File: config.mk
export PLATFORM = sky130hd
export DESIGN_NAME = prot2d_prescale
export DESIGN_NICKNAME = d
export VERILOG_FILES = /design/src/prot2d_pkg.sv /design/src/prot2d_prescale.sv
export SDC_FILE = /design/constraint.sdc
export NUM_CORES = 1
export LEC_CHECK = 0
export BUFFER_PORTS_ARGS = -buffer_cell sky130_fd_sc_hd__buf_2
export CORE_ASPECT_RATIO = 0.8
export CORE_MARGIN = 2
export CORE_UTILIZATION = 62
export CTS_CLUSTER_DIAMETER = 150
export DETAILED_ROUTE_END_ITERATION = 6
export GPL_ROUTABILITY_DRIVEN = 0
export PLACE_DENSITY = 0.8
export SETUP_SLACK_MARGIN = 0.1
export SLEW_MARGIN = 20
export SYNTH_ARGS = -nofsm -noshare
export SYNTH_HDL_FRONTEND = slang
export SYNTH_SLANG_ARGS = --single-unit
export TNS_END_PERCENT = 10
File: constraint.sdc
create_clock -name clk -period 7.2 [get_ports clk]
set_clock_uncertainty 0.1 [all_clocks]
set_input_delay 1.08 -clock clk [delete_from_list [all_inputs] [get_ports clk]]
set_output_delay 1.08 -clock clk [all_outputs]
set_load 0.005 [all_outputs]
File: src/prot2d_pkg.sv
`timescale 1ns / 1ps
`default_nettype none
// ============================================================================
// prot2d_pkg
// Shared constants for the 2D point rotator: working precision, the CORDIC
// gain compensation factor and the arctangent table in units of a turn.
// ============================================================================
package prot2d_pkg;

    // Extra fraction bits carried through the rotation datapath.
    localparam int GUARD_BITS = 16;

    // Width of the residual angle accumulator, where 2^32 is one full turn.
    localparam int ZW = 32;

    // CORDIC gain compensation K = 0.60725..., scaled by 2^32.
    localparam logic [31:0] GAIN_Q32 = 32'd2608131496;

    // Largest number of micro-rotations the table supports.
    localparam int MAX_STEPS = 32;

    // atan(2^-i) / (2*pi) * 2^32, rounded to nearest.
    localparam logic [31:0] ATAN_TURN [MAX_STEPS] = '{
        32'h20000000, 32'h12E4051E, 32'h09FB385B, 32'h051111D4,
        32'h028B0D43, 32'h0145D7E1, 32'h00A2F61E, 32'h00517C55,
        32'h0028BE53, 32'h00145F2F, 32'h000A2F98, 32'h000517CC,
        32'h00028BE6, 32'h000145F3, 32'h0000A2FA, 32'h0000517D,
        32'h000028BE, 32'h0000145F, 32'h00000A30, 32'h00000518,
        32'h0000028C, 32'h00000146, 32'h000000A3, 32'h00000051,
        32'h00000029, 32'h00000014, 32'h0000000A, 32'h00000005,
        32'h00000003, 32'h00000001, 32'h00000001, 32'h00000000
    };

endpackage : prot2d_pkg
`default_nettype wire

File: src/prot2d_prescale.sv
`timescale 1ns / 1ps
`default_nettype none
// ============================================================================
// prot2d_prescale
// Two-stage front end: multiplies the coordinates by the CORDIC gain
// compensation, rounds into the working format and applies the exact
// quarter-turn pre-rotation selected by the top two angle bits.
// ============================================================================
module prot2d_prescale #(
    parameter int DATA_WIDTH  = 16,
    parameter int ANGLE_WIDTH = 16,
    parameter int WORK_WIDTH  = 34
) (
    input  wire logic                                clk,
    input  wire logic                                rst_n,
    input  wire logic                                valid_in,
    input  wire logic signed [DATA_WIDTH-1:0]        x_in,
    input  wire logic signed [DATA_WIDTH-1:0]        y_in,
    input  wire logic        [ANGLE_WIDTH-1:0]       angle_in,
    output logic                                     valid_out,
    output logic signed [WORK_WIDTH-1:0]             x_out,
    output logic signed [WORK_WIDTH-1:0]             y_out,
    output logic signed [prot2d_pkg::ZW-1:0]         z_out
);
    import prot2d_pkg::*;

    // Product of a DATA_WIDTH signed value and a 33-bit non-negative gain.
    localparam int PW = DATA_WIDTH + 33;
    localparam int PRE_SHIFT = 32 - GUARD_BITS;
    localparam logic signed [32:0] GAIN_S = {1'b0, GAIN_Q32};
    localparam logic signed [PW-1:0] ROUND_HALF = PW'(1) << (PRE_SHIFT - 1);

    typedef enum logic [1:0] {
        QUAD_0   = 2'd0,
        QUAD_90  = 2'd1,
        QUAD_180 = 2'd2,
        QUAD_270 = 2'd3
    } quad_t;

    logic                   valid1_reg;
    logic signed [PW-1:0]   prod_x_reg, prod_x_next;
    logic signed [PW-1:0]   prod_y_reg, prod_y_next;
    quad_t                  quad_reg, quad_next;
    logic signed [ZW-1:0]   z1_reg, z1_next;

    logic                   valid2_reg;
    logic signed [WORK_WIDTH-1:0] x2_reg, x2_next;
    logic signed [WORK_WIDTH-1:0] y2_reg, y2_next;
    logic signed [ZW-1:0]   z2_reg;

    logic signed [PW-1:0]   sum_x, sum_y;
    logic signed [WORK_WIDTH-1:0] sx, sy;

    // Stage 1: gain multiply and split of the angle into quadrant and residual.
    always_comb
    begin
        prod_x_next = PW'(x_in) * PW'(GAIN_S);
        prod_y_next = PW'(y_in) * PW'(GAIN_S);
        quad_next   = quad_t'(angle_in[ANGLE_WIDTH-1 -: 2]);
        z1_next     = ZW'(angle_in[ANGLE_WIDTH-3:0]) << (ZW - ANGLE_WIDTH);
    end

    // Stage 2: round into the working format, then the quarter-turn rotation.
    always_comb
    begin
        sum_x = prod_x_reg + ROUND_HALF;
        sum_y = prod_y_reg + ROUND_HALF;
        sx    = WORK_WIDTH'(sum_x >>> PRE_SHIFT);
        sy    = WORK_WIDTH'(sum_y >>> PRE_SHIFT);
        unique case (quad_reg)
            QUAD_0:
            begin
                x2_next = sx;
                y2_next = sy;
            end
            QUAD_90:
            begin
                x2_next = -sy;
                y2_next = sx;
            end
            QUAD_180:
            begin
                x2_next = -sx;
                y2_next = -sy;
            end
            QUAD_270:
            begin
                x2_next = sy;
                y2_next = -sx;
            end
            default:
            begin
                x2_next = sx;
                y2_next = sy;
            end
        endcase
    end

    // Valid bits of both stages.
    always_ff @(posedge clk or negedge rst_n)
    begin
        if (!rst_n)
        begin
            valid1_reg <= 1'b0;
            valid2_reg <= 1'b0;
        end
        else
        begin
            valid1_reg <= valid_in;
            valid2_reg <= valid1_reg;
        end
    end

    // Payload registers of both stages.
    always_ff @(posedge clk)
    begin
        prod_x_reg <= prod_x_next;
        prod_y_reg <= prod_y_next;
        quad_reg   <= quad_next;
        z1_reg     <= z1_next;
        x2_reg     <= x2_next;
        y2_reg     <= y2_next;
        z2_reg     <= z1_reg;
    end

    assign valid_out = valid2_reg;
    assign x_out     = x2_reg;
    assign y_out     = y2_reg;
    assign z_out     = z2_reg;

endmodule : prot2d_prescale
`default_nettype wire

==> impl_results.md <==
* Initial drt markers at 1961
* Slew @ Worst Pin at 1.06 ns
* Fmax at 144 MHz
* Clock Pin Slew Worst Setup and Hold Paths at 0.07 ns
* Root Buffer: clkbuf_16
* Max-Cap Viols at 0
* Post-synthesis cell area at 24400 um^2
* Crit-path max FO at 7
* WHS Path Cells at 0
* Slew headroom at 0.294
* Clock sinks at 168
* Cells after synthesis at 2636
* Layout Cells excl Fill at 3305
* Initial core utilization at 0.634
* Buffers on Ports at 133
* Placed cell count at 3272
* Die X at 226 um
* Fin area at 26300 um^2
* Core ar. at 38500 um^2
* Max-slew violation count at 0
* DR DRC count at 0
* Pre-CTS setup slack at -0.125 ns
* Commonest non-fill, non-tap cell in the layout: inv_1
* Rows at 64
* H-Tree Depth at 4
* Period utilization at 0.961
* Clock tree buffer depth at 2
* GRT Residual Overflow at 0
* Flip-flop and latch area at 3380 um^2
* Hold Crit Class: register to register
* Multi-input gate area at 18500 um^2
* Largest net degree at the start of global routing at 114
* Placed cell areas at 25700 um^2
* GRT Total Usage at 0.319
* Fillers at 2896
* Synth unique cells at 88
* Asr flop ratio synth at 0.0119
* Vias in the first global route at 19500
* Antenna violations before repair at 1
* Pre-antenna DRT Iters at 7
* Layout cell share with drive strength beyond 1 at 0.0958
* Seq cells post-synth at 168
* First-pass GRT wire length at 102 mm
* Post-synthesis sequential area ratio at 0.138
* IO Pins at 152
* Most common flop cell mapped by yosys: dfxtp_1
* Final wirelength at 64.3 mm
* Vias per Instance at 5.85
* Post CTS Setup Buffer Count at 0
* Layout area overhead at 7.88%
* Syn. warnings at 0
* DP HPWL at 55.2 mm
* Data arrival, critical path at 7.19 ns
* Antenna-violating nets left at 0
* Post-synth EDFFs at 0
* Avg WL per Cell at 19.5 um
* Num CTS Buffers at 17
* Commonest non-fill, non-tap cells in the layout: inv_1, fa_1, ha_1, dfxtp_1, buf_2
* Total Neg Setup Slack at 0 ns
* Req. time, crit path at 7.47 ns
* WS Path Type: primary input to register
* Status: completed
* Avg Cell Area, Syn at 9.26 um^2
* Critical path launch point type: primary input
* Fin nets at 3494
* Post-layout minimum cycle time at 6.92 ns
* CP endpoint kind: register
* CTS tree: built
* RSZ-0062 raised after global routing: yes
* Hold Fails Final Rpt at 0
* PnR worst setup slack at 0.279 ns
* DR vias at 19300
* Final setup vio count at 0
* Die height at 181 um
* Die area at 41000 um^2
* Reg2Reg Depth at 11
* Skew-Pair Late Insertion Delay at 0.45 ns
[cells in the mapped netlist, drive strengths merged (12+ instances only)]
library cell | count | area, um^2
nand2 | 124 | 475
xor2 | 71 | 622
inv | 578 | 2170
a21oi | 85 | 425
nor2 | 113 | 443
o21ai | 87 | 435
a31oi | 25 | 156
and4 | 12 | 106
nor4 | 19 | 206
xnor2 | 112 | 981
or3 | 13 | 81.3
ha | 328 | 4100
and3 | 27 | 169
nand4 | 37 | 257
buf | 42 | 259
nor3 | 40 | 205
o31ai | 18 | 140
dfxtp | 166 | 3320
a211oi | 19 | 155
nand3 | 70 | 370
mux2i | 25 | 250
a221oi | 16 | 140
clkbuf | 46 | 173
a21o | 33 | 248
fa | 352 | 7050
and2 | 24 | 150
o21a | 17 | 128
[kinds of logic after synthesis]
family,after synthesis,synth area share
AND/OR/NAND/NOR,529,0.115
flip-flops,168,0.138
buffers and inverters,668,0.107
multiplexers,31,0.0139
AO/OA/AOI/OAI,376,0.103
other,1,0.000154
XOR/XNOR,183,0.0656
adder cells (fa/ha/maj),680,0.457
[cell type report]
cell class,instances,area share
Antenna cell,1,0.0000950
Clock inverter,14,0.00613
Inverter,580,0.0827
Clock buffer,18,0.0167
Multi-Input combinational cell,1817,0.703
Timing Repair Buffer,179,0.0384
Sequential cell,168,0.128
Tap cell,528,0.0251
[path summary, 6_finish.rpt]
kind	from	end	slack (ns)
worst max-delay path	x_in[5]	prod_x_reg[43]	0.28
worst min register to register	z1_reg[23]	z_out[23]	0.22
worst min-delay path	z1_reg[23]	z_out[23]	0.22
worst max register to register	prod_x_reg[15]	y_out[33]	2.98
max in group asynchronous	rst_n	valid1_reg	6.59
min in group asynchronous	rst_n	valid_out	0.32
[layer usage]
| layer | part of all wire | vias up | global-route usage |
|---|---|---|---|
| li1 | - | 8783 | - |
| met1 | 0.41 | 9329 | 0.436 |
| met2 | 0.43 | 1075 | 0.488 |
| met4 | 0.026 | 0 | 0.0872 |
| met5 | 0 | - | 0 |
| met3 | 0.13 | 136 | 0.104 |
[worst max-delay path, cell delays in order]
cell	delay, ns
buf_2	0.18
inv_1	0.11
ha_1	0.42
inv_1	0.12
fa_1	0.41
fa_1	0.58
fa_1	0.45
fa_1	0.55
inv_1	0.06
fa_1	0.53
inv_1	0.04
ha_1	0.33
a211oi_1	0.25
o21ai_0	0.13
a221oi_1	0.34
a31oi_1	0.22
o41ai_1	0.43
buf_4	0.20
a21boi_0	0.10
or3_1	0.34
a31oi_1	0.21
xnor2_1	0.13
[what timing repair did]
item                       CTS  global route
setup endpoints to repair    0             8
hold endpoints to repair     0             0
hold buffers                 0             0
resized for setup            0             2
[metrics by stage]
stage	hold slack [ns]	utilization
after CTS	0.228	0.683
after global placement	0.210	0.668
final	0.225	0.684
after global routing	0.230	0.684
after detailed placement	0.214	0.668
after floorplan	0.210	-
Power is not shown: default switching activity piles up to over one toggle a cycle in this logic, so the estimate is an artifact.
