[src/prot2d_pkg.sv]
`timescale 1ns / 1ps
`default_nettype none
// ============================================================================
// prot2d_pkg
// Shared constants for the 2D point rotator: working precision, the CORDIC
// gain compensation factor and the arctangent table in units of a turn.
// ============================================================================
package prot2d_pkg;

    // Extra fraction bits carried through the rotation datapath.
    localparam int GUARD_BITS = 16;

    // Width of the residual angle accumulator, where 2^32 is one full turn.
    localparam int ZW = 32;

    // CORDIC gain compensation K = 0.60725..., scaled by 2^32.
    localparam logic [31:0] GAIN_Q32 = 32'd2608131496;

    // Largest number of micro-rotations the table supports.
    localparam int MAX_STEPS = 32;

    // atan(2^-i) / (2*pi) * 2^32, rounded to nearest.
    localparam logic [31:0] ATAN_TURN [MAX_STEPS] = '{
        32'h20000000, 32'h12E4051E, 32'h09FB385B, 32'h051111D4,
        32'h028B0D43, 32'h0145D7E1, 32'h00A2F61E, 32'h00517C55,
        32'h0028BE53, 32'h00145F2F, 32'h000A2F98, 32'h000517CC,
        32'h00028BE6, 32'h000145F3, 32'h0000A2FA, 32'h0000517D,
        32'h000028BE, 32'h0000145F, 32'h00000A30, 32'h00000518,
        32'h0000028C, 32'h00000146, 32'h000000A3, 32'h00000051,
        32'h00000029, 32'h00000014, 32'h0000000A, 32'h00000005,
        32'h00000003, 32'h00000001, 32'h00000001, 32'h00000000
    };

endpackage : prot2d_pkg
`default_nettype wire

[src/prot2d_finish.sv]
`timescale 1ns / 1ps
`default_nettype none
// ============================================================================
// prot2d_finish
// Output stage: drops the guard bits with round-half-up, saturates each
// coordinate to the output range and registers the result word and its flag.
// ============================================================================
module prot2d_finish #(
    parameter int DATA_WIDTH = 16,
    parameter int WORK_WIDTH = 34
) (
    input  wire logic                              clk,
    input  wire logic                              rst_n,
    input  wire logic                              valid_in,
    input  wire logic signed [WORK_WIDTH-1:0]      x_in,
    input  wire logic signed [WORK_WIDTH-1:0]      y_in,
    output logic                                   done,
    output logic signed [DATA_WIDTH-1:0]           out_x,
    output logic signed [DATA_WIDTH-1:0]           out_y,
    output logic                                   clipped
);
    import prot2d_pkg::*;

    localparam int RW = WORK_WIDTH - GUARD_BITS;
    localparam logic signed [WORK_WIDTH-1:0] ROUND_HALF =
        WORK_WIDTH'(1) << (GUARD_BITS - 1);
    localparam logic signed [RW-1:0] R_MAX =
        {{(RW-DATA_WIDTH+1){1'b0}}, {(DATA_WIDTH-1){1'b1}}};
    localparam logic signed [RW-1:0] R_MIN =
        {{(RW-DATA_WIDTH+1){1'b1}}, {(DATA_WIDTH-1){1'b0}}};
    localparam logic signed [DATA_WIDTH-1:0] OUT_MAX = {1'b0, {(DATA_WIDTH-1){1'b1}}};
    localparam logic signed [DATA_WIDTH-1:0] OUT_MIN = {1'b1, {(DATA_WIDTH-1){1'b0}}};

    logic                         done_reg;
    logic signed [DATA_WIDTH-1:0] out_x_reg, out_x_next;
    logic signed [DATA_WIDTH-1:0] out_y_reg, out_y_next;
    logic                         clipped_reg, clipped_next;
    logic signed [RW-1:0]         rx, ry;
    logic                         sat_x, sat_y;

    // Round away the guard bits, then clamp to the output range.
    always_comb
    begin
        rx    = RW'((x_in + ROUND_HALF) >>> GUARD_BITS);
        ry    = RW'((y_in + ROUND_HALF) >>> GUARD_BITS);
        sat_x = (rx > R_MAX) || (rx < R_MIN);
        sat_y = (ry > R_MAX) || (ry < R_MIN);
        if (rx > R_MAX)
        begin
            out_x_next = OUT_MAX;
        end
        else if (rx < R_MIN)
        begin
            out_x_next = OUT_MIN;
        end
        else
        begin
            out_x_next = DATA_WIDTH'(rx);
        end
        if (ry > R_MAX)
        begin
            out_y_next = OUT_MAX;
        end
        else if (ry < R_MIN)
        begin
            out_y_next = OUT_MIN;
        end
        else
        begin
            out_y_next = DATA_WIDTH'(ry);
        end
        clipped_next = valid_in & (sat_x | sat_y);
    end

    // Control: the result strobe and its flag.
    always_ff @(posedge clk or negedge rst_n)
    begin
        if (!rst_n)
        begin
            done_reg    <= 1'b0;
            clipped_reg <= 1'b0;
        end
        else
        begin
            done_reg    <= valid_in;
            clipped_reg <= clipped_next;
        end
    end

    // Result word.
    always_ff @(posedge clk)
    begin
        out_x_reg <= out_x_next;
        out_y_reg <= out_y_next;
    end

    assign done    = done_reg;
    assign out_x   = out_x_reg;
    assign out_y   = out_y_reg;
    assign clipped = clipped_reg;

    // The flag is only ever raised together with the strobe.
    a_clip_with_done: assert property (@(posedge clk) disable iff (!rst_n)
        clipped |-> done)
        else $error("clipped raised without done");

    // A clipped result has at least one coordinate at a range limit.
    a_clip_at_limit: assert property (@(posedge clk) disable iff (!rst_n)
        clipped |-> (out_x == OUT_MAX || out_x == OUT_MIN ||
                     out_y == OUT_MAX || out_y == OUT_MIN))
        else $error("clipped set but no coordinate is at a range limit");

    // An unsaturated coordinate passes the rounded value through unchanged.
    a_no_clip_passes: assert property (@(posedge clk) disable iff (!rst_n)
        (valid_in && !sat_x) |=> (out_x == $past(DATA_WIDTH'(rx))))
        else $error("unsaturated x did not pass through");

endmodule : prot2d_finish
`default_nettype wire

[config.mk]
export PLATFORM = sky130hd
export DESIGN_NAME = prot2d_finish
export DESIGN_NICKNAME = d
export VERILOG_FILES = /design/src/prot2d_pkg.sv /design/src/prot2d_finish.sv
export SDC_FILE = /design/constraint.sdc
export NUM_CORES = 1
export LEC_CHECK = 0
export BUFFER_PORTS_ARGS = -buffer_cell sky130_fd_sc_hd__buf_4
export CAP_MARGIN = 20
export CORE_AREA = 2 2 73 75
export DETAILED_ROUTE_END_ITERATION = 10
export DIE_AREA = 0 0 75 77
export HOLD_SLACK_MARGIN = 0.05
export PLACE_DENSITY_LB_ADDON = 0.25
export SLEW_MARGIN = 20
export SYNTH_ARGS = -nofsm -noshare
export SYNTH_HDL_FRONTEND = slang
export SYNTH_SLANG_ARGS = --single-unit
[constraint.sdc]
create_clock -name clk -period 0.8 [get_ports clk]
set_clock_uncertainty 0.05 [all_clocks]
set_input_delay 0.04 -clock clk [delete_from_list [all_inputs] [get_ports clk]]
set_output_delay 0.04 -clock clk [all_outputs]
set_load 0.03 [all_outputs]
==> results.yml, run 1 <==
critical_path:
  worst-path-buf-inv: 1
  arrival_ns: 1.68
  cp_max_fo: 3
  cp-start-kind: "input pin"
  slowest_delay_ns: 0.39
  endpoint_kind: "flop"
  cp_slowest_cell: "or3_1"
  worstPathRequired_ns: 0.91
  crit_chain: "buf_4 > ha_4 > nand4_1 > nor4_4 > xor2_1 > or3_1 > and4_1 > o41a_1"
  critPathKind: "input pin to flop"
  cp_top_family: "simple AND/OR/NAND/NOR gates"
die:
  start_util: 0.3399
  die_w_um: 75
  core-area_um2: 4977
  num_rows: 26
  fp.dieH_um: 77
  ios: 105
  dieArea_um2: 5775
clocking:
  clock_path_buffers: 2
  cts_buffers: 5
  htree_levels: 2
  cts_tree: "yes"
  clk_pin_slew_ns: 0.06
  clock-sinks: 34
  holdBufCountCts: 3
  root_buffer: "clkbuf_8"
final_layout:
  nFillCells: 390
  final_util: 0.7094
  final_cell_mix: "buf_4, buf_6, dfxtp_2, o21ai_2, xnor2_1"
  mostFrequentLayoutCell: "buf_4"
  stdcell_count: 411
  drive_above_1_share: 0.7038
  design_area_um2: 3531
  fin_nets: 413
  area_growth_pct: 108.7
  antenna_cells: 0
min_path:
  hold-path-cell-count: 3
  min_from: "y_in[29]"
  hold_path.class: "input pin to flop"
  hold_path_end: "out_y[13]$_SDFF_PN1_"
synth:
  synth_nets: 260
  synth-seq-area-share: 0.4083
  synth_seq_cells: 34
  yosysWarnings: 0
  synthTopCellsByArea: "dfxtp_1, xnor2_1, xor2_1"
  postSynthAreaPerCell_um2: 9.046
  synth_cell_types: 35
  yosysTopAreaCellShare: 0.3787
  syn_area_um2: 1692
  synth_top_area_cell: "dfxtp_1"
  postSynthCellCount: 187
timing:
  period_needed_ns: 1.572
  hold_viol: 0
  post-route-period-util: 1.965
  slew_viol_final: 0
  setup_viol: 67
  rsz0062_at_grt: "true"
  fmax_ghz: 0.6360
  worst_slew_pin_slew_ns: 0.2988
  layout_setup_ws_ns: -0.7722
  slew_headroom: 0.7990
job:
  max_cap_viol_count: 0
outcome:
  outcome: "complete, but fails checks"
  violations: "setup timing"
routing:
  drt-initial-drc-count: 64
  vias: 1917
  route.detailed.vias_per_inst: 4.664
  post_drt_wl_per_cell_um: 12.43
  drc_errors: 0
  ant_nets: 0
  dr.pass1.iters: 4
  wirelength_um: 5108
placed_design:
  hpwl_um: 3590
  place_ws_ns: -1.092
  place_area_um2: 2838
  place.gp.congestion: 0.8329
  dpl.cell_count: 388
  port_buffers: 74
power:
  finalPower_mw: 4.937
  ir_worst_vdd_v: 0.0007256
  p_per_area_nw_per_um2: 1398
  cellLeakagePower_nw: 1.551
global_routing:
  grt_max_degree: 16
  track_usage: 0.1840
  grt_pass1_vias: 1903
  overflow: 0
  antenna_found_initial: 0
  grt_pass1_wl_um: 8245
==> report_power, final <==
group | leakage, nW | total, mW | switching [mW] | internal (mW)
combinational | 1.21 | 1.71 | 0.836 | 0.873
sequential | 0.292 | 1.96 | 0.0719 | 1.89
clock | 0.0482 | 1.27 | 0.574 | 0.693
total | 1.55 | 4.94 | 1.48 | 3.46
==> area by class of cell <==
| class | count | area (µm²) | area share |
|---|---|---|---|
| sequential | 34 | 730.7 | 0.2069 |
| clock inverter | 1 | 5.005 | 0.001417 |
| inverter | 7 | 26.28 | 0.007442 |
| multi-input combinational | 142 | 1217 | 0.3448 |
| tap | 70 | 87.58 | 0.02481 |
| timing repair buffer | 150 | 1378 | 0.3901 |
| clock buffer | 7 | 86.33 | 0.02445 |
==> timing repair <==
action / in CTS / in global routing
resized for setup: 124 / 20
gates cloned: 3 / 0
endpoints found under the hold margin: 7 / 3
setup buffers: 7 / 2
pin swaps: 33 / 11
endpoints found under the setup margin: 67 / 67
==> Yosys cell counts <==
cell,number
a211oi_1,1
a211oi_4,1
a21oi_1,1
a22o_1,1
a31o_2,1
and2_1,1
and3_1,5
and4_1,3
buf_2,2
buf_4,1
clkbuf_1,1
dfrtp_1,2
dfxtp_1,32
ha_1,2
inv_1,7
mux2i_1,1
nand2_1,10
nand2b_1,2
nand3_1,15
nand3_4,1
nand4_1,10
nor2_1,10
nor3_1,1
nor3_2,3
nor4_1,1
nor4_2,1
nor4_4,1
o21ai_0,11
o21ai_1,20
o22a_1,1
o22ai_1,2
o41a_1,1
or3_1,3
xnor2_1,17
xor2_1,15
==> routing by layer <==
metal  track usage  vias up  part of all wire
li1              -      971                 -
met1        0.1897      878              0.34
met2        0.3482       60              0.58
met3       0.05125        8             0.062
met4       0.05000        0             0.015
met5             0        -                 0
==> worst max-delay path by stage <==
stage	from	to	cells past startpoint
CTS	x_in[28]	clipped$_DFF_PN0_	7
detailed placement	x_in[19]	clipped$_DFF_PN0_	7
global placement	x_in[19]	clipped$_DFF_PN0_	7
global route	x_in[27]	clipped$_DFF_PN0_	7
floorplan	x_in[30]	clipped$_DFF_PN0_	6
finish	x_in[16]	clipped$_DFF_PN0_	8
==> stage by stage <==
stage	hold WS [ns]	setup TNS, ns
after floorplan	-0.3056	-23.35
after global placement	-0.2258	-30.26
after detailed placement	-0.2235	-31.14
after CTS	0.002900	-20.57
after global routing	0.02707	-24.29
final	0.006972	-21.25
==> logic make-up after synthesis <==
kind of cell / count (synthesis) / synth area share
AO/OA/AOI/OAI: 40 / 0.1405
XOR/XNOR: 32 / 0.1657
buffers and inverters: 11 / 0.02811
multiplexers: 1 / 0.005917
flip-flops: 34 / 0.4083
AND/OR/NAND/NOR: 67 / 0.2367
adder cells (fa/ha/maj): 2 / 0.01479
No activity file was read; power rests on OpenSTA's default activity.
==> run 2, diff against run 1 <==
- clock period: 0.8 -> 1.87 ns (I/O delays scaled with it)
==> results.yml, run 2 (synthesized netlist as in run 1, its figures left out) <==
timing:
  post-route-period-util: 0.9239
  fmax_ghz: 0.5788
  slew_headroom: 0.7752
  worst_slew_pin_slew_ns: 0.3344
  hold_viol: 0
  rsz0062_at_grt: "false"
  period_needed_ns: 1.728
  slew_viol_final: 0
  setup_viol: 0
routing:
  wirelength_um: 3981
  vias: 1716
  route.detailed.vias_per_inst: 4.613
  dr.pass1.iters: 4
  drt-initial-drc-count: 37
  post_drt_wl_per_cell_um: 10.70
  drc_errors: 0
  ant_nets: 0
global_routing:
  grt_pass1_wl_um: 6831
  overflow: 0
  grt_max_degree: 16
  track_usage: 0.1513
  antenna_found_initial: 0
  grt_pass1_vias: 1647
die:
  die_w_um: 75
  core-area_um2: 4977
  ios: 105
  num_rows: 26
  start_util: 0.3399
  fp.dieH_um: 77
  dieArea_um2: 5775
critical_path:
  endpoint_kind: "flop"
  critPathKind: "input pin to flop"
  cp-start-kind: "input pin"
  cp_max_fo: 5
  arrival_ns: 1.84
  startpoint: "y_in[30]"
  worstPathRequired_ns: 1.98
  cp-endpoint: "clipped$_DFF_PN0_"
final_layout:
  mostFrequentLayoutCell: "buf_4"
  drive_above_1_share: 0.4007
  stdcell_count: 372
  final_util: 0.5495
  area_growth_pct: 61.69
  final_cell_mix: "buf_4, dfxtp_1, o21ai_1, xnor2_1"
  fin_nets: 374
  antenna_cells: 0
power:
  ir_worst_vdd_v: 0.0002560
  cellLeakagePower_nw: 1.160
  p_per_area_nw_per_um2: 696.6
clocking:
  clock_path_buffers: 2
  cts_tree: "yes"
  cts_buffers: 5
  htree_levels: 2
  root_buffer: "clkbuf_8"
  clock-sinks: 34
  clk_pin_slew_ns: 0.07
  post-cts-setup-buffers: 0
min_path:
  hold-path-cell-count: 3
  hold_path.class: "input pin to flop"
placed_design:
  place.gp.congestion: 0.8256
  dpl.cell_count: 356
  port_buffers: 74
  hpwl_um: 3272
outcome:
  outcome: "completed"
job:
  max_cap_viol_count: 0
## run 2: cell count changes in the layout (fill, tap and decap cells not counted), sizes merged
cell / before / now
dlygate4sd3: 3 / 8
clkbuf: 7 / 6
clkinvlp: 0 / 1
buf: 147 / 103
## run 2: where the power goes
part / internal (mW) / leakage (nW) / switching (mW)
Clock: 0.295 / 0.0472 / 0.255
Combinational: 0.247 / 0.819 / 0.295
Sequential: 0.794 / 0.294 / 0.0186
## run 2: how the worst min path moves through the flow
stage,startpoint,end
floorplan,rst_n,clipped$_DFF_PN0_
global placement,rst_n,done$_DFF_PN0_
detailed placement,rst_n,done$_DFF_PN0_
CTS,y_in[26],out_y[10]$_SDFF_PN1_
global route,rst_n,done$_DFF_PN0_
finish,y_in[22],out_y[6]$_SDFF_PN1_
## run 2: critical path, cell delays in order
cell           delay (ns)
dlygate4sd3_1        0.52
buf_4                0.11
and3_1               0.22
and2_1               0.19
o22ai_1              0.08
a22o_1               0.26
o41a_1               0.36
## run 2: final cells by class
cell class                 count  area [µm²]
clock buffer                   6       82.58
clock inverter                 2       12.51
fill                         480        2242
inverter                       7       26.28
multi-input combinational    142       957.2
sequential                    34       690.7
tap                           70       87.58
timing repair buffer         111       878.3
## run 2: through the flow
| step | total power [mW] | area, µm² | TNS [ns] | hold WS, ns | setup WS [ns] |
|---|---|---|---|---|---|
| floorplan | 1.090 | 1694 | 0 | -0.2521 | 0.01608 |
| global placement | 1.359 | 2559 | -0.9137 | -0.1706 | -0.1145 |
| detailed placement | 1.361 | 2559 | -1.400 | -0.1713 | -0.1417 |
| CTS | 1.930 | 2734 | 0 | 0.05832 | 0.06272 |
| global route | 2.006 | 2735 | 0 | 0.06765 | 0.07003 |
| finish | 1.905 | 2735 | 0 | 0.06535 | 0.1424 |
## run 2: layer usage
layer / GRT usage / part of all wire
met4: 0.06429 / 0.0053
met2: 0.2561 / 0.52
met5: 0 / 0
met1: 0.1752 / 0.42
met3: 0.03942 / 0.062
## run 2: what timing repair did
item | in CTS | in global routing
hold buffers | 8 | 0
endpoints found under the hold margin | 10 | 0
resized for setup | 0 | 1
endpoints found under the setup margin | 0 | 9
