===== config.mk =====
export PLATFORM = sky130hd
export DESIGN_NAME = prot2d_cordic_stage
export DESIGN_NICKNAME = d
export VERILOG_FILES = /design/src/prot2d_pkg.sv /design/src/prot2d_cordic_stage.sv
export SDC_FILE = /design/constraint.sdc
export NUM_CORES = 1
export LEC_CHECK = 0
export BUFFER_PORTS_ARGS = -buffer_cell sky130_fd_sc_hd__buf_4
export CORE_UTILIZATION = 23
export DETAILED_ROUTE_END_ITERATION = 10
export SYNTH_ARGS = -nofsm -noshare
export SYNTH_HDL_FRONTEND = slang
export SYNTH_SLANG_ARGS = --single-unit

===== constraint.sdc =====
create_clock -name clk -period 1.3 [get_ports clk]
set_clock_uncertainty 0.15 [all_clocks]
set_input_delay 0.13 -clock clk [delete_from_list [all_inputs] [get_ports clk]]
set_output_delay 0.13 -clock clk [all_outputs]
set_load 0.05 [all_outputs]

===== src/prot2d_pkg.sv =====
`timescale 1ns / 1ps
`default_nettype none
// ============================================================================
// prot2d_pkg
// Shared constants for the 2D point rotator: working precision, the CORDIC
// gain compensation factor and the arctangent table in units of a turn.
// ============================================================================
package prot2d_pkg;

    // Extra fraction bits carried through the rotation datapath.
    localparam int GUARD_BITS = 16;

    // Width of the residual angle accumulator, where 2^32 is one full turn.
    localparam int ZW = 32;

    // CORDIC gain compensation K = 0.60725..., scaled by 2^32.
    localparam logic [31:0] GAIN_Q32 = 32'd2608131496;

    // Largest number of micro-rotations the table supports.
    localparam int MAX_STEPS = 32;

    // atan(2^-i) / (2*pi) * 2^32, rounded to nearest.
    localparam logic [31:0] ATAN_TURN [MAX_STEPS] = '{
        32'h20000000, 32'h12E4051E, 32'h09FB385B, 32'h051111D4,
        32'h028B0D43, 32'h0145D7E1, 32'h00A2F61E, 32'h00517C55,
        32'h0028BE53, 32'h00145F2F, 32'h000A2F98, 32'h000517CC,
        32'h00028BE6, 32'h000145F3, 32'h0000A2FA, 32'h0000517D,
        32'h000028BE, 32'h0000145F, 32'h00000A30, 32'h00000518,
        32'h0000028C, 32'h00000146, 32'h000000A3, 32'h00000051,
        32'h00000029, 32'h00000014, 32'h0000000A, 32'h00000005,
        32'h00000003, 32'h00000001, 32'h00000001, 32'h00000000
    };

endpackage : prot2d_pkg
`default_nettype wire


===== src/prot2d_cordic_stage.sv =====
`timescale 1ns / 1ps
`default_nettype none
// ============================================================================
// prot2d_cordic_stage
// One registered CORDIC micro-rotation. The sign of the residual angle picks
// the rotation direction; the shift distance and arctangent are fixed by STEP.
// ============================================================================
module prot2d_cordic_stage #(
    parameter int WORK_WIDTH = 34,
    parameter int STEP       = 0
) (
    input  wire logic                              clk,
    input  wire logic                              rst_n,
    input  wire logic                              valid_in,
    input  wire logic signed [WORK_WIDTH-1:0]      x_in,
    input  wire logic signed [WORK_WIDTH-1:0]      y_in,
    input  wire logic signed [prot2d_pkg::ZW-1:0]  z_in,
    output logic                                   valid_out,
    output logic signed [WORK_WIDTH-1:0]           x_out,
    output logic signed [WORK_WIDTH-1:0]           y_out,
    output logic signed [prot2d_pkg::ZW-1:0]       z_out
);
    import prot2d_pkg::*;

    localparam logic signed [ZW-1:0] ATAN_STEP = ATAN_TURN[STEP];

    logic                         valid_reg;
    logic signed [WORK_WIDTH-1:0] x_reg, x_next;
    logic signed [WORK_WIDTH-1:0] y_reg, y_next;
    logic signed [ZW-1:0]         z_reg, z_next;
    logic signed [WORK_WIDTH-1:0] dx, dy;

    // Micro-rotation: rotate toward a residual angle of zero.
    always_comb
    begin
        dx = y_in >>> STEP;
        dy = x_in >>> STEP;
        if (!z_in[ZW-1])
        begin
            x_next = x_in - dx;
            y_next = y_in + dy;
            z_next = z_in - ATAN_STEP;
        end
        else
        begin
            x_next = x_in + dx;
            y_next = y_in - dy;
            z_next = z_in + ATAN_STEP;
        end
    end

    // Valid bit.
    always_ff @(posedge clk or negedge rst_n)
    begin
        if (!rst_n)
        begin
            valid_reg <= 1'b0;
        end
        else
        begin
            valid_reg <= valid_in;
        end
    end

    // Payload.
    always_ff @(posedge clk)
    begin
        x_reg <= x_next;
        y_reg <= y_next;
        z_reg <= z_next;
    end

    assign valid_out = valid_reg;
    assign x_out     = x_reg;
    assign y_out     = y_reg;
    assign z_out     = z_reg;

endmodule : prot2d_cordic_stage
`default_nettype wire


==> flow_metrics.py, run 1 <==
metrics = {
    "power_and_ir_drop": {
        "power_frac_comb_pct": 56.6,
        "pwr-share-seq_pct": 24.3,
        "ir_drop_mv": 0.755,
        "p_clk_share_pct": 19.1,
        "internal_power_uw": 9010,
        "p_leak_uw": 0.00704,
        "total_power_uw": 15900,
        "p_sw_share_pct": 43.3,
        "p_sw_uw": 6870,
        "p_per_area_nw_per_um2": 1040,
    },
    "logic_synthesis": {
        "ys_ff_latch": 100,
        "synth.most_common_cell": "a21oi_1",
        "syn_inst": 1007,
        "synth_warnings": 0,
        "yosysTopAreaCell": "dfxtp_1",
        "synth.top_cells.by_count": "113 x a21oi_1, 100 x ha_1, 100 x inv_1",
        "synth_edf_count": 0,
        "yosys-top-cells-area": "dfxtp_1 25%, ha_1 16%, a21oi_1 7.1%",
        "synthArstFlopShare_pct": 1.00,
        "ys.flop_type": "dfxtp_1",
        "ys_seq_area_share_pct": 25.3,
        "synth_top_area_share_pct": 25.0,
        "synth.distinct_cells": 79,
        "syn_area_per_cell_sq_um": 7.88,
        "syn-num-nets": 1214,
        "synth_area_sq_um": 7940,
    },
    "place": {
        "placed_cells": 1955,
        "globalplace.congestion": 0.917,
        "place_ws_ns": -1.52,
        "port_buffers": 203,
        "hpwlAfterDp_um": 26800,
    },
    "die": {
        "start_util_pct": 23.5,
        "die-height_um": 188,
        "die_w_um": 188,
        "coreArea_sq_um": 33800,
        "dieArea_sq_um": 35300,
        "io_pins": 204,
        "row_count": 67,
    },
    "min_path": {
        "hold_path_depth": 3,
        "hold_class": "input pin to register",
        "hp-start": "x_in[1]",
        "min_to": "y_out[1]$_DFF_P_",
    },
    "global_routing": {
        "grt_overflow_total": 0,
        "grt_pass1_wl_um": 51500,
        "grt_max_degree": 48,
        "track_usage_pct": 18.7,
        "grt_pass1_vias": 9698,
        "antenna_found_initial": 0,
    },
    "setup_path": {
        "cp_common_cell": "a21oi_4",
        "cp-start-kind": "input pin",
        "critical_path_class": "input pin to register",
        "startpoint": "y_in[8]",
        "slowest_stage": "or4_4",
        "end_kind": "register",
        "arrival_ns": 2.56,
        "crit_chain": "buf_8 > ha_4 > or4_4 > a21oi_4 > o21ai_4 > a2111o_1 > a21oi_4 > buf_4 > a41oi_2 > o211ai_2 > xnor2_1",
        "slowest_delay_ns": 0.55,
        "worstPathRequired_ns": 1.47,
        "crit_path_max_fanout": 3,
    },
    "clocking": {
        "clock_sinks": 100,
        "cts_inserted_buffers": 9,
        "clk_path_buf_depth": 2,
        "cts-root-buf": "clkbuf_16",
        "tritoncts": "built",
        "clk_pin_slew_ns": 0.09,
        "htree_levels": 3,
    },
    "sta": {
        "fmax_ghz": 0.419,
        "max-slew-margin-rel_pct": 60.6,
        "worst_slew_pin_slew_ns": 0.585,
        "grt_setup_unrepaired": "true",
        "finalSetupViolations": 60,
        "period_share_pct": 183,
        "finalWorstSetupSlack_ns": -1.08,
        "min_period_ns": 2.38,
        "report.final.slew_viol_count": 0,
        "final_hold_viol_count": 0,
    },
    "detailed_routing": {
        "routedWlPerCell_um": 16.6,
        "wl_um": 33800,
        "initialDrtViolationCount": 489,
        "drtPass1Iterations": 5,
        "route.vias.total": 9522,
        "via_per_inst": 4.67,
        "ant_nets": 0,
        "drc": 0,
    },
    "cells_and_area": {
        "finalNonFillerCells": 2037,
        "layout-drive-gt1-share_pct": 52.6,
        "postLayoutCoreUtil_pct": 45.0,
        "fin_nets": 1791,
        "antenna_cells": 0,
        "area_delta_synth_final_pct": 91.4,
    },
    "status": {
        "violations": "setup timing",
        "outcome": "finished with violations",
    },
    "run": {
        "maxCapViolations": 0,
    },
}
==> logic make-up (layout without fill, tap and decap cells) <==
| logic type | after synthesis | in the layout | share of synthesized area, % |
|---|---|---|---|
| fa+ha+maj | 104 | 104 | 16.8 |
| flops | 100 | 100 | 25.3 |
| simple gates | 239 | 239 | 14.5 |
| mux | 17 | 17 | 2.14 |
| compound gates | 331 | 331 | 26.8 |
| xor+xnor | 64 | 64 | 7.06 |
| buf+inv | 152 | 734 | 7.49 |
==> sequential cells by signal, indices dropped and copies added (netlist names) <==
| register | cells |
|---|---|
| valid_out | 1 |
| x_out | 34 |
| y_out | 33 |
| z_out | 32 |
==> cell type report <==
type / instances / area (sq um)
clock buffers: 9 / 225
clock inverters: 7 / 90.1
fillers: 3281 / 18600
inverters: 106 / 490
multi-input cells: 755 / 6840
flip-flops and latches: 100 / 2010
well taps: 448 / 561
repair buffers: 612 / 4980
==> per-stage QoR <==
step / hold slack (ns) / instance area (sq um) / TNS [ns]
CTS: -0.00721 / 14500 / -40.73
global placement: -0.243 / 13100 / -72.60
global route: 0.0351 / 15200 / -47.65
floorplan: -0.316 / 8670 / -43.86
detailed placement: -0.242 / 13100 / -73.07
finish: 0.0122 / 15200 / -43.75
==> per-layer routing <==
metal	up-vias	global-route usage, %	routed length (um)
met5	-	0	0
met4	0	7.13	950
met3	46	2.17	1450
met2	265	32.7	16800
met1	4540	23.2	14600
li1	4671	-	-
==> critical path, delay by kind of cell <==
kind	cells	cell delay (ns)
AOI/OAI and AO/OA	6	1.27
xor gates and xnor gates	1	0.13
adders and majority gates	1	0.24
buffers and inverters	2	0.25
and+or+nand+nor	1	0.55
==> how the worst max path moves through the flow <==
stage	endpoint	cells after the start
final	x_out[31]$_DFF_P_	11
after global routing	y_out[31]$_DFF_P_	14
after CTS	x_out[31]$_DFF_P_	12
after detailed placement	y_out[32]$_DFF_P_	12
after global placement	x_out[33]$_DFF_P_	12
after floorplan	y_out[26]$_DFF_P_	12
==> power groups by stage <==
stage,Clock [uW],Combinational (uW),Sequential (uW)
5_1_grt,3270,9460,3910
3_3_place_gp,0,7900,3930
6_report,3040,8980,3860
2_1_floorplan,0,2630,5850
4_1_cts,3170,8540,3870
3_5_place_dp,0,7930,3930
==> timing repair <==
item,CTS,global route
endpoints found under the hold margin,38,0
hold buffers,37,0
resized for setup,168,124
endpoints found under the setup margin,62,60
cloned,0,0
buffers inserted,21,23
pin swaps,111,108
==> cell usage in the layout (no fill, tap or decap), types with 14 or more instances in the layout <==
| cell type | synthesis | final |
|---|---|---|
| o21bai_1 | 27 | 26 |
| buf_6 | 1 | 47 |
| nor2_1 | 81 | 65 |
| nand2_1 | 52 | 42 |
| dlygate4sd3_1 | 0 | 37 |
| o21ai_2 | 3 | 20 |
| o21ai_0 | 56 | 27 |
| o21a_1 | 15 | 14 |
| a21o_1 | 14 | 14 |
| inv_1 | 100 | 79 |
| buf_4 | 1 | 515 |
| ha_4 | 0 | 23 |
| a21oi_2 | 1 | 30 |
| ha_1 | 100 | 75 |
| a21oi_4 | 1 | 14 |
| nor3_1 | 21 | 17 |
| a21oi_1 | 113 | 71 |
| dfxtp_1 | 99 | 99 |
| o21ai_1 | 12 | 18 |
| xnor2_1 | 59 | 46 |
No activity file was read; power rests on OpenSTA's default activity.
==> run 2, diff against run 1 <==
SKIP_LAST_GASP = 1   (was unset)
==> flow_metrics.py, run 2 (synthesis results as in run 1) <==
metrics = {
    "sta": {
        "worst_slew_pin_slew_ns": 0.573,
        "finalSetupViolations": 61,
        "period_share_pct": 184,
        "fmax_ghz": 0.419,
        "max-slew-margin-rel_pct": 60.8,
        "min_period_ns": 2.39,
        "final_hold_viol_count": 0,
        "finalWorstSetupSlack_ns": -1.09,
        "report.final.slew_viol_count": 0,
        "grt_setup_unrepaired": "true",
    },
    "clocking": {
        "clk_path_buf_depth": 2,
        "cts-root-buf": "clkbuf_16",
        "cts_inserted_buffers": 9,
        "clock_sinks": 100,
        "tritoncts": "built",
        "clk_pin_slew_ns": 0.09,
        "htree_levels": 3,
    },
    "power_and_ir_drop": {
        "p_sw_share_pct": 43.2,
        "power_frac_comb_pct": 56.1,
        "internal_power_uw": 8940,
        "p_sw_uw": 6810,
        "ir_drop_mv": 0.749,
        "p_leak_uw": 0.00699,
        "p_per_area_nw_per_um2": 1050,
        "pwr-share-seq_pct": 24.5,
        "p_clk_share_pct": 19.4,
    },
    "cells_and_area": {
        "regArea_sq_um": 2010,
        "fin_nets": 1790,
        "antenna_cells": 0,
        "multi_input_area_sq_um": 6690,
        "area_delta_synth_final_pct": 89.0,
        "finalNonFillerCells": 2036,
        "layout-drive-gt1-share_pct": 51.6,
        "final_common_cell": "buf_4",
        "fin_area_sq_um": 15000,
        "fill_cells": 3302,
        "largest_reg_flops": 34,
        "final_cell_mix": "518 x buf_4, 99 x dfxtp_1, 80 x inv_1",
        "postLayoutCoreUtil_pct": 44.4,
    },
    "global_routing": {
        "use_met1_pct": 23.1,
        "grt_pass1_wl_um": 51300,
        "grt.met2_usage_pct": 32.6,
        "grt_max_degree": 48,
        "track_usage_pct": 18.6,
        "grt_overflow_total": 0,
        "grt_pass1_vias": 9659,
        "busiest_layer": "met2",
        "antenna_found_initial": 0,
        "use_met3_pct": 2.28,
    },
    "die": {
        "die-height_um": 188,
        "row_count": 67,
        "die_w_um": 188,
        "dieArea_sq_um": 35300,
        "io_pins": 204,
        "start_util_pct": 23.5,
        "coreArea_sq_um": 33800,
    },
    "run": {
        "maxCapViolations": 0,
    },
    "place": {
        "place_area_sq_um": 13100,
        "globalplace.congestion": 0.917,
        "place_ws_ns": -1.52,
        "port_buffers": 203,
        "placed_cells": 1955,
        "hpwlAfterDp_um": 26800,
    },
    "detailed_routing": {
        "initialDrtViolationCount": 489,
        "routedWlPerCell_um": 16.4,
        "drc": 0,
        "drtPass1Iterations": 5,
        "ant_nets": 0,
        "via_per_inst": 4.62,
        "wl_um": 33400,
        "route.vias.total": 9402,
    },
    "status": {
        "outcome": "finished with violations",
        "violations": "setup timing",
    },
    "setup_path": {
        "arrival_ns": 2.56,
        "critical_path_class": "input pin to register",
        "crit_path_max_fanout": 3,
        "worstPathRequired_ns": 1.47,
        "cp-start-kind": "input pin",
        "end_kind": "register",
        "startpoint": "y_in[8]",
    },
    "min_path": {
        "hold_class": "input pin to register",
        "hp-start": "x_in[1]",
    },
}
## run 2: changes by cell type in the layout (fill, tap and decap cells not counted), moves of 2 or more
cell	before	now
buf_4	515	518
xnor2_1	46	49
buf_8	9	7
a21oi_4	14	10
a21oi_2	30	28
buf_6	47	45
a21oi_1	71	77
xnor2_2	13	10
## run 2: final cells by class
class,instances,share of cell area (%)
multi-input cells,755,44.5
clock buffers,9,1.50
flip-flops and latches,100,13.4
inverters,106,3.27
well taps,448,3.73
repair buffers,611,33.0
clock inverters,7,0.600
## run 2: stage by stage
step	hold slack [ns]	TNS [ns]	total power (uW)
6_report	0.0134	-44.15	15800
5_1_grt	0.0350	-47.93	16500
4_1_cts	-0.00721	-41.12	15500
3_5_place_dp	-0.242	-73.07	11900
3_3_place_gp	-0.243	-72.60	11800
2_1_floorplan	-0.316	-43.86	8480
## run 2: worst max-delay path: stages
cell and delay (ns):
buf_8 0.10, ha_4 0.24, or4_4 0.55, a21oi_4 0.17
o21ai_4 0.08, a2111o_1 0.50, a21oi_4 0.20, buf_4 0.15
a41oi_2 0.13, o211ai_2 0.18, xnor2_1 0.13
## run 2: routing by layer
layer,share of wire (%),routed length [um]
met1,44,14700
met2,50,16600
met3,3.6,1220
met4,2.5,845
met5,0,0
## run 2: timing repair
action,CTS,global route
hold buffers,37,0
gates resized for setup,152,103
endpoints found under the setup margin,62,60
hold endpoints to repair,38,0
setup buffers,21,19
pin swaps,107,107
## run 2: power groups by stage
| stage | clock network [uW] | logic, uW | registers [uW] |
|---|---|---|---|
| after floorplan | 0 | 2630 | 5850 |
| after global placement | 0 | 7900 | 3930 |
| after detailed placement | 0 | 7930 | 3930 |
| after CTS | 3170 | 8480 | 3870 |
| after global routing | 3270 | 9330 | 3910 |
| final | 3050 | 8850 | 3860 |
## run 2: worst paths after layout
kind                                        to  slack, ns  cells past startpoint
worst max-delay path         x_out[31]$_DFF_P_      -1.09                     11
worst min-delay path          y_out[1]$_DFF_P_       0.01                      3
max in group asynchronous  valid_out$_DFF_PN0_       0.48                      3
min in group asynchronous  valid_out$_DFF_PN0_       0.42                      3
